## config.mk

```make
export PLATFORM = sky130hd
export DESIGN_NAME = nec_pulse_frame_decoder_core_flat
export DESIGN_NICKNAME = d
export VERILOG_FILES = /design/src/design/necpfd_pkg.sv /design/src/design/necpfd_sym_if.sv /design/src/design/necpfd_res_if.sv /design/src/design/nec_pulse_frame_decoder_core.sv /design/src/flat_wrapper.sv
export SDC_FILE = /design/constraint.sdc
export NUM_CORES = 1
export LEC_CHECK = 0
export BUFFER_PORTS_ARGS = -buffer_cell sky130_fd_sc_hd__buf_4
export CAP_MARGIN = 25
export CORE_MARGIN = 2
export CORE_UTILIZATION = 50
export DETAILED_ROUTE_END_ITERATION = 8
export PLACE_DENSITY = 0.8
export SLEW_MARGIN = 25
export SYNTH_ARGS = -nofsm -noshare
export SYNTH_HDL_FRONTEND = slang
export SYNTH_SLANG_ARGS = --single-unit
```

## constraint.sdc

```tcl
create_clock -name clk -period 6.15 [get_ports clk]
set_clock_uncertainty 0.05 [all_clocks]
set_input_delay 0.615 -clock clk [delete_from_list [all_inputs] [get_ports clk]]
set_output_delay 0.615 -clock clk [all_outputs]
set_load 0.05 [all_outputs]
```

## src/design/necpfd_pkg.sv

```systemverilog
`timescale 1ns / 1ps

package necpfd_pkg;

  localparam int MARK_W  = 15;
  localparam int TOL_W   = 12;
  localparam int BYTE_W  = 8;
  localparam int PADDR_W = 5;
  localparam int PDATA_W = 32;

  localparam logic [TOL_W-1:0]  RST_TOLERANCE    = 12'd200;
  localparam logic [MARK_W-1:0] RST_LEADER_MARK  = 15'd9000;
  localparam logic [MARK_W-1:0] RST_LEADER_SPACE = 15'd4500;
  localparam logic [MARK_W-1:0] RST_BIT_MARK     = 15'd560;
  localparam logic [MARK_W-1:0] RST_ZERO_SPACE   = 15'd560;
  localparam logic [MARK_W-1:0] RST_ONE_SPACE    = 15'd1690;
  localparam logic [BYTE_W-1:0] RST_MAX_BYTES    = 8'd32;

  localparam logic KIND_DATA   = 1'b0;
  localparam logic KIND_STATUS = 1'b1;

  typedef enum logic [2:0] {
    REG_TOLERANCE,
    REG_LEADER_MARK,
    REG_LEADER_SPACE,
    REG_BIT_MARK,
    REG_ZERO_SPACE,
    REG_ONE_SPACE,
    REG_MAX_BYTES
  } reg_idx_t;

  // strict window test, one extra bit so the sums never wrap
  function automatic logic near(input logic [MARK_W-1:0] d,
                                input logic [MARK_W-1:0] nom,
                                input logic [TOL_W-1:0]  tol);
    logic [MARK_W:0] d_x;
    logic [MARK_W:0] nom_x;
    logic [MARK_W:0] tol_x;
    d_x   = {1'b0, d};
    nom_x = {1'b0, nom};
    tol_x = (MARK_W+1)'(tol);
    return (d_x < nom_x + tol_x) && (d_x + tol_x > nom_x);
  endfunction

endpackage

```

## src/design/necpfd_sym_if.sv

```systemverilog
`timescale 1ns / 1ps

interface necpfd_sym_if
  import necpfd_pkg::*;
  ();
  logic              valid;
  logic              ready;
  logic [MARK_W-1:0] mark_duration;
  logic [MARK_W-1:0] space_duration;
  logic              last_symbol;

  modport source (output valid, mark_duration, space_duration, last_symbol, input ready);
  modport sink   (input valid, mark_duration, space_duration, last_symbol, output ready);
endinterface

```

## src/design/necpfd_res_if.sv

```systemverilog
`timescale 1ns / 1ps

interface necpfd_res_if
  import necpfd_pkg::*;
  ();
  logic              valid;
  logic              ready;
  logic              result_kind;
  logic [BYTE_W-1:0] data_byte;
  logic              frame_ok;
  logic [BYTE_W-1:0] byte_count;

  modport source (output valid, result_kind, data_byte, frame_ok, byte_count, input ready);
  modport sink   (input valid, result_kind, data_byte, frame_ok, byte_count, output ready);
endinterface

```

## src/design/nec_pulse_frame_decoder_core.sv

```systemverilog
`timescale 1ns / 1ps

// NEC-style infrared frame decoder. Each transfer on in_ch is one symbol (mark and
// space duration in ticks, last_symbol on the ending code); the first symbol of a
// frame is the leader, the rest are data bits packed LSB first. A decoded byte
// leaves on out_ch as soon as its eighth bit arrives while the frame is still valid,
// and the ending code produces a status with frame_ok and the byte count (zero when
// the frame is bad, in which case bytes already sent are to be dropped). Throughput
// is one symbol per clock: the window compares and bit packing sit between the input
// handshake and a single output register, so a result appears in the cycle after its
// symbol and in_ch.ready stays high unless that register holds a result not yet taken.
// Timing registers are written over APB; write them only while no frame is in progress (not enforced).
module nec_pulse_frame_decoder_core
  import necpfd_pkg::*;
#(
  parameter int COUNT_MAX = 255
) (
  input  logic               clk,
  input  logic               rst_n,
  necpfd_sym_if.sink         in_ch,
  necpfd_res_if.source       out_ch,
  input  logic               psel,
  input  logic               penable,
  input  logic               pwrite,
  input  logic [PADDR_W-1:0] paddr,
  input  logic [PDATA_W-1:0] pwdata,
  output logic [PDATA_W-1:0] prdata,
  output logic               pready
);

  localparam int CAP_MAX = (COUNT_MAX < 255) ? COUNT_MAX : 255;
  localparam int CNT_W   = $clog2(CAP_MAX + 1);

  logic [TOL_W-1:0]  tolerance_r;
  logic [MARK_W-1:0] leader_mark_r;
  logic [MARK_W-1:0] leader_space_r;
  logic [MARK_W-1:0] bit_mark_r;
  logic [MARK_W-1:0] zero_space_r;
  logic [MARK_W-1:0] one_space_r;
  logic [BYTE_W-1:0] max_bytes_r;

  logic              in_data_r, in_data_nxt;
  logic [2:0]        bit_pos_r, bit_pos_nxt;
  logic [BYTE_W-1:0] acc_r, acc_nxt;
  logic              valid_r, valid_nxt;
  logic [CNT_W-1:0]  done_r, done_nxt;

  logic              out_valid_r, out_valid_nxt;
  logic              kind_r, kind_nxt;
  logic [BYTE_W-1:0] byte_r, byte_nxt;
  logic              ok_r, ok_nxt;
  logic [BYTE_W-1:0] count_r, count_nxt;

  logic              accept;
  logic              wr_en;
  reg_idx_t          reg_idx;
  logic [BYTE_W-1:0] cap;
  logic              bit_mark_ok;
  logic              is_one;
  logic              is_zero;
  logic              leader_ok;
  logic              end_ok;
  logic [BYTE_W-1:0] acc_set;
  logic              valid_bit;

  // configuration
  assign pready  = 1'b1;
  assign wr_en   = psel && penable && pwrite;
  assign reg_idx = reg_idx_t'(paddr[PADDR_W-1:2]);

  always_ff @(posedge clk) begin
    if (!rst_n) begin
      tolerance_r    <= RST_TOLERANCE;
      leader_mark_r  <= RST_LEADER_MARK;
      leader_space_r <= RST_LEADER_SPACE;
      bit_mark_r     <= RST_BIT_MARK;
      zero_space_r   <= RST_ZERO_SPACE;
      one_space_r    <= RST_ONE_SPACE;
      max_bytes_r    <= RST_MAX_BYTES;
    end else if (wr_en) begin
      case (reg_idx)
        REG_TOLERANCE:    tolerance_r    <= pwdata[TOL_W-1:0];
        REG_LEADER_MARK:  leader_mark_r  <= pwdata[MARK_W-1:0];
        REG_LEADER_SPACE: leader_space_r <= pwdata[MARK_W-1:0];
        REG_BIT_MARK:     bit_mark_r     <= pwdata[MARK_W-1:0];
        REG_ZERO_SPACE:   zero_space_r   <= pwdata[MARK_W-1:0];
        REG_ONE_SPACE:    one_space_r    <= pwdata[MARK_W-1:0];
        REG_MAX_BYTES:    max_bytes_r    <= pwdata[BYTE_W-1:0];
        default: ;
      endcase
    end
  end

  always_comb begin
    case (reg_idx)
      REG_TOLERANCE:    prdata = PDATA_W'(tolerance_r);
      REG_LEADER_MARK:  prdata = PDATA_W'(leader_mark_r);
      REG_LEADER_SPACE: prdata = PDATA_W'(leader_space_r);
      REG_BIT_MARK:     prdata = PDATA_W'(bit_mark_r);
      REG_ZERO_SPACE:   prdata = PDATA_W'(zero_space_r);
      REG_ONE_SPACE:    prdata = PDATA_W'(one_space_r);
      REG_MAX_BYTES:    prdata = PDATA_W'(max_bytes_r);
      default:          prdata = '0;
    endcase
  end

  // symbol classification
  assign in_ch.ready = !out_valid_r || out_ch.ready;
  assign accept      = in_ch.valid && in_ch.ready;

  assign cap = (max_bytes_r < BYTE_W'(CAP_MAX)) ? max_bytes_r : BYTE_W'(CAP_MAX);

  assign bit_mark_ok = near(in_ch.mark_duration, bit_mark_r, tolerance_r);
  assign is_one      = bit_mark_ok && near(in_ch.space_duration, one_space_r, tolerance_r);
  assign is_zero     = bit_mark_ok && near(in_ch.space_duration, zero_space_r, tolerance_r);
  assign leader_ok   = near(in_ch.mark_duration, leader_mark_r, tolerance_r) &&
                       near(in_ch.space_duration, leader_space_r, tolerance_r);
  assign end_ok      = in_data_r && valid_r && (bit_pos_r == 3'd0) && bit_mark_ok;
  assign valid_bit   = valid_r && (is_one || is_zero);

  always_comb begin
    acc_set            = acc_r;
    acc_set[bit_pos_r] = acc_r[bit_pos_r] | is_one;
  end

  always_comb begin
    in_data_nxt   = in_data_r;
    bit_pos_nxt   = bit_pos_r;
    acc_nxt       = acc_r;
    valid_nxt     = valid_r;
    done_nxt      = done_r;
    out_valid_nxt = out_valid_r && !out_ch.ready;
    kind_nxt      = kind_r;
    byte_nxt      = byte_r;
    ok_nxt        = ok_r;
    count_nxt     = count_r;
    if (accept) begin
      if (in_ch.last_symbol) begin
        out_valid_nxt = 1'b1;
        kind_nxt      = KIND_STATUS;
        byte_nxt      = '0;
        ok_nxt        = end_ok;
        count_nxt     = end_ok ? BYTE_W'(done_r) : '0;
        in_data_nxt   = 1'b0;
        bit_pos_nxt   = 3'd0;
        acc_nxt       = '0;
        valid_nxt     = 1'b1;
        done_nxt      = '0;
      end else if (!in_data_r) begin
        in_data_nxt = 1'b1;
        valid_nxt   = valid_r && leader_ok;
      end else if (BYTE_W'(done_r) < cap) begin
        valid_nxt   = valid_bit;
        bit_pos_nxt = bit_pos_r + 3'd1;
        if (bit_pos_r == 3'd7) begin
          acc_nxt  = '0;
          done_nxt = done_r + CNT_W'(1);
          if (valid_bit) begin
            out_valid_nxt = 1'b1;
            kind_nxt      = KIND_DATA;
            byte_nxt      = acc_set;
            ok_nxt        = 1'b0;
            count_nxt     = '0;
          end
        end else begin
          acc_nxt = acc_set;
        end
      end
    end
  end

  always_ff @(posedge clk) begin
    if (!rst_n) begin
      in_data_r   <= 1'b0;
      bit_pos_r   <= 3'd0;
      acc_r       <= '0;
      valid_r     <= 1'b1;
      done_r      <= '0;
      out_valid_r <= 1'b0;
    end else begin
      in_data_r   <= in_data_nxt;
      bit_pos_r   <= bit_pos_nxt;
      acc_r       <= acc_nxt;
      valid_r     <= valid_nxt;
      done_r      <= done_nxt;
      out_valid_r <= out_valid_nxt;
    end
  end

  always_ff @(posedge clk) begin
    kind_r  <= kind_nxt;
    byte_r  <= byte_nxt;
    ok_r    <= ok_nxt;
    count_r <= count_nxt;
  end

  assign out_ch.valid       = out_valid_r;
  assign out_ch.result_kind = kind_r;
  assign out_ch.data_byte   = byte_r;
  assign out_ch.frame_ok    = ok_r;
  assign out_ch.byte_count  = count_r;

endmodule

```

## src/flat_wrapper.sv

```systemverilog
// flat-port wrapper written by rule: the top's interface ports become plain ports
module nec_pulse_frame_decoder_core_flat import necpfd_pkg::*;
#(
  parameter int COUNT_MAX = 255
)
  (clk, rst_n, psel, penable, pwrite, paddr, pwdata, prdata, pready, in_ch_valid, in_ch_mark_duration, in_ch_space_duration, in_ch_last_symbol, in_ch_ready, out_ch_valid, out_ch_result_kind, out_ch_data_byte, out_ch_frame_ok, out_ch_byte_count, out_ch_ready);
  necpfd_sym_if in_ch_i ();
  necpfd_res_if out_ch_i ();
  input  logic clk;
  input  logic rst_n;
  input  logic psel;
  input  logic penable;
  input  logic pwrite;
  input  logic [PADDR_W-1:0] paddr;
  input  logic [PDATA_W-1:0] pwdata;
  output logic [PDATA_W-1:0] prdata;
  output logic pready;
  input wire logic [$bits(in_ch_i.valid)-1:0] in_ch_valid;
  input wire logic [$bits(in_ch_i.mark_duration)-1:0] in_ch_mark_duration;
  input wire logic [$bits(in_ch_i.space_duration)-1:0] in_ch_space_duration;
  input wire logic [$bits(in_ch_i.last_symbol)-1:0] in_ch_last_symbol;
  output wire logic [$bits(in_ch_i.ready)-1:0] in_ch_ready;
  output wire logic [$bits(out_ch_i.valid)-1:0] out_ch_valid;
  output wire logic [$bits(out_ch_i.result_kind)-1:0] out_ch_result_kind;
  output wire logic [$bits(out_ch_i.data_byte)-1:0] out_ch_data_byte;
  output wire logic [$bits(out_ch_i.frame_ok)-1:0] out_ch_frame_ok;
  output wire logic [$bits(out_ch_i.byte_count)-1:0] out_ch_byte_count;
  input wire logic [$bits(out_ch_i.ready)-1:0] out_ch_ready;
  assign in_ch_i.valid = in_ch_valid;
  assign in_ch_i.mark_duration = in_ch_mark_duration;
  assign in_ch_i.space_duration = in_ch_space_duration;
  assign in_ch_i.last_symbol = in_ch_last_symbol;
  assign in_ch_ready = in_ch_i.ready;
  assign out_ch_valid = out_ch_i.valid;
  assign out_ch_result_kind = out_ch_i.result_kind;
  assign out_ch_data_byte = out_ch_i.data_byte;
  assign out_ch_frame_ok = out_ch_i.frame_ok;
  assign out_ch_byte_count = out_ch_i.byte_count;
  assign out_ch_i.ready = out_ch_ready;
  nec_pulse_frame_decoder_core #(.COUNT_MAX(COUNT_MAX)) u_core (.clk(clk), .rst_n(rst_n), .in_ch(in_ch_i), .out_ch(out_ch_i), .psel(psel), .penable(penable), .pwrite(pwrite), .paddr(paddr), .pwdata(pwdata), .prdata(prdata), .pready(pready));
endmodule
```

==> out/qor.yml <==
power:
  p_clk_frac: 0.415
  combPwrFrac: 0.217
  switchingPower_uw: 814
  p_leak_nw: 6.58
  swShare: 0.327
  power.density_nw_per_um2: 164
  max-vdd-ir-drop_v: 0.000185
  internal-power_mw: 1.68
  power.share.sequential: 0.368
clock_tree:
  cts_setup_buffers: 0
  cts-root-buf: "clkbuf_16"
  htree_levels: 4
  cts_made_buffers: 17
  clockBufferDepth: 2
  clk_latency_ns: 0.43
  clock_sinks: 135
  cts_tree: "built"
  path_clk_slew_ns: 0.07
critical_path:
  endpoint: "u_core.out_ch.byte_count[4]"
  worstSetupStartpoint: "u_core.tolerance_r[1]"
  reg2reg_from: "u_core.tolerance_r[1]"
  reg2reg_to: "u_core.out_ch.byte_count[4]"
  cp_slowest_stage_delay_ns: 0.56
  crit_path_start_kind: "flip-flop"
  cp.required_ns: 6.25
  crit_type: "flip-flop to flip-flop"
  path_cells: "buf_4 > ha_1 > a211oi_1 > o21ai_0 > a31oi_1 > a21boi_0 > o21a_1 > or2_2 > ha_1 > a21oi_1 > o21ai_0 > a2111oi_0 > o31a_1 > o32ai_1 > a2111oi_1 > buf_4 > nor2_1 > a21oi_2 > buf_12"
  end_kind: "flip-flop"
  rr_worst_depth: 19
  worstPathMaxFanout: 16
  cp.arrival_ns: 5.62
  rrSetupSlack_ns: 0.63
  cp_slowest_cell: "a2111oi_0"
global_routing:
  antenna_found_initial: 0
  grt_pass1_vias: 12700
  overflow: 0
  grtUsageTotal: 0.286
  grt_pass1_wl_mm: 65.1
  grt_max_degree: 78
finish:
  utilization: 0.565
  n_antenna_cell: 0
  final_area_um2: 15100
  stdcell_count: 2159
  area.growth.synth_to_final_pct: 11.7
  fillCellCount: 2383
  final_layout_size_suffix_gt1_frac: 0.0924
  nets: 2127
yosys:
  synth_edf_count: 18
  synth_ff_type: "dfxtp_1"
  syn_inst: 1729
  synth_seq_cells: 135
  ys_top_cells_by_area: "ha_1 (22%), dfxtp_1 (17%), a21oi_1 (6.5%)"
  ys_warn_count: 0
  synth.distinct_cells: 81
  avgSynthCellArea_um2: 7.84
  syn_area_um2: 13600
  ys_async_sr_fraction: 0
  seq_area_frac_synth: 0.213
  yosysTopAreaCellShare: 0.222
  yosysTopAreaCell: "ha_1"
timing:
  slew_headroom: 0.432
  rsz0062_at_grt: "false"
  holdWs_ns: 0.415
  maxSlewViolCount: 0
  final-hold-violation-count: 0
  max_freq_ghz: 0.181
  setup_viol: 0
  totalNegativeSetupSlack_ns: 0
  tightest_slew_ns: 0.852
  fin_crit_sh: 0.898
  period_needed_ns: 5.52
routing:
  drt_wl_total_mm: 40.8
  drc_errors: 2
  wl_per_cell_um: 18.9
  vias_per_cell: 6.18
  drt_iter0_drc: 1237
  first_pass_iters: 9
  ant_nets: 0
  via_count: 13300
die:
  top_level_ports: 128
  row_count: 60
  core_area_um2: 26800
  fp.dieW_um: 169
  start_util: 0.506
  die_h_um: 169
  die-area_um2: 28400
outcome:
  violations: "design-rule violations"
  status: "finished, violations left"
min_path:
  hold_start: "in_ch_valid"
  min_path_type: "primary input to flip-flop"
run:
  cap_viol_max_count: 0
place:
  dpl.cell_count: 2127
  dpl.hpwl_mm: 32.1
  globalplace.congestion: 0.923
  place_area_um2: 14600
  io_buffers: 90
==> per-layer routing <==
| metal | track usage | vias to the layer above | share of wire |
|---|---|---|---|
| met1 | 0.372 | 6194 | 0.42 |
| met5 | 0 | - | 0 |
| met4 | 0.117 | 0 | 0.045 |
| li1 | - | 6363 | - |
| met3 | 0.0412 | 135 | 0.083 |
| met2 | 0.475 | 641 | 0.46 |
==> what timing repair did <==
action | CTS | global route
resized for setup | 0 | 2
endpoints found under the setup margin | 0 | 16
hold buffers | 0 | 0
==> metrics by stage <==
stage | setup slack [ns] | power, mW
floorplan | 0.757 | 1.30
global placement | 0.619 | 1.44
detailed placement | 0.520 | 1.46
CTS | 0.467 | 2.48
global route | 0.0835 | 2.58
finish | 0.628 | 2.49
==> final cells by class <==
| type | instances | area (um^2) | share of cell area |
|---|---|---|---|
| Clock buffer | 18 | 429 | 0.0283 |
| Clock inverter | 14 | 158 | 0.0104 |
| Inverter | 129 | 484 | 0.0320 |
| Multi-Input combinational cell | 1415 | 9950 | 0.657 |
| Sequential cell | 135 | 2880 | 0.190 |
| Tap cell | 341 | 427 | 0.0282 |
| Timing Repair Buffer | 107 | 816 | 0.0539 |
==> worst min-delay path by stage <==
stage | endpoint | slack (ns) | cells after the start
4_1_cts | u_core.in_data_r | 0.41 | 3
2_1_floorplan | u_core.leader_mark_r[14] | 0.40 | 2
3_5_place_dp | u_core.leader_mark_r[4] | 0.42 | 2
3_3_place_gp | u_core.leader_mark_r[14] | 0.41 | 2
6_report | u_core.in_data_r | 0.41 | 3
5_1_grt | u_core.leader_space_r[14] | 0.44 | 3
==> cells in the mapped netlist (all sizes together), types with 6 or more instances <==
master	number
xor2	34
mux2i	32
a221oi	9
dfxtp	117
clkbuf	44
o211ai	33
and2	8
nor3	51
nor2b	23
a211oi	16
a21oi	176
a22oi	6
edfxtp	18
inv	128
o21a	8
buf	22
xnor2	48
fa	7
nand4	24
a21boi	10
ha	240
o21ai	97
a2111oi	9
o21bai	9
nor2	107
nand2	233
nand2b	19
a31oi	11
or3	7
and3	7
a21o	43
nand3	44
==> cells by family after synthesis <==
| group | Yosys count | synth area share |
|---|---|---|
| buffers and inverters | 195 | 0.0591 |
| adder cells (fa/ha/maj) | 247 | 0.232 |
| flip-flops | 135 | 0.213 |
| XOR/XNOR | 82 | 0.0530 |
| AO/OA/AOI/OAI | 482 | 0.227 |
| other | 2 | 0.000554 |
| multiplexers | 37 | 0.0311 |
| AND/OR/NAND/NOR | 549 | 0.185 |
==> power groups by stage <==
stage	logic (mW)	registers [mW]	clock network, mW
3_5_place_dp	0.527	0.937	0
6_report	0.540	0.918	1.03
3_3_place_gp	0.507	0.937	0
5_1_grt	0.592	0.918	1.07
4_1_cts	0.531	0.917	1.03
2_1_floorplan	0.360	0.943	0
==> registers in the layout, summed over array words and instances (netlist names) <==
register,count
u_core.acc_r,8
u_core.bit_mark_r,15
u_core.bit_pos_r,3
u_core.done_r,8
u_core.in_data_r,1
u_core.leader_mark_r,15
u_core.leader_space_r,15
u_core.max_bytes_r,8
u_core.one_space_r,15
u_core.out_ch.byte_count,8
u_core.out_ch.data_byte,8
u_core.out_ch.frame_ok,1
u_core.out_ch.result_kind,1
u_core.out_ch.valid,1
u_core.tolerance_r,12
u_core.valid_r,1
u_core.zero_space_r,15
==> critical path: cells and delay by family, from the launching register on <==
kind | cells | cell delay [ns]
compound gates | 12 | 3.27
buf+inv | 3 | 0.64
fa+ha+maj | 2 | 0.59
simple gates | 2 | 0.36
flops | 1 | 0.33
==> layout by cell type, fill, tap and decap left out, drive strengths merged, types with 9 or more instances in the layout <==
master	n
a221oi	9
a211oi	16
ha	240
mux2i	32
nor2b	23
a21oi	176
xor2	34
a31oi	11
inv	136
nand3	44
buf	107
clkbuf	18
o21ai	97
nor3	51
nor2	107
a2111oi	9
dfxtp	117
nand2b	19
nand4	24
nand2	233
o211ai	33
a21boi	10
a21o	43
edfxtp	18
xnor2	48
o21bai	9
conb	18
(Power assumes the default switching activity.)
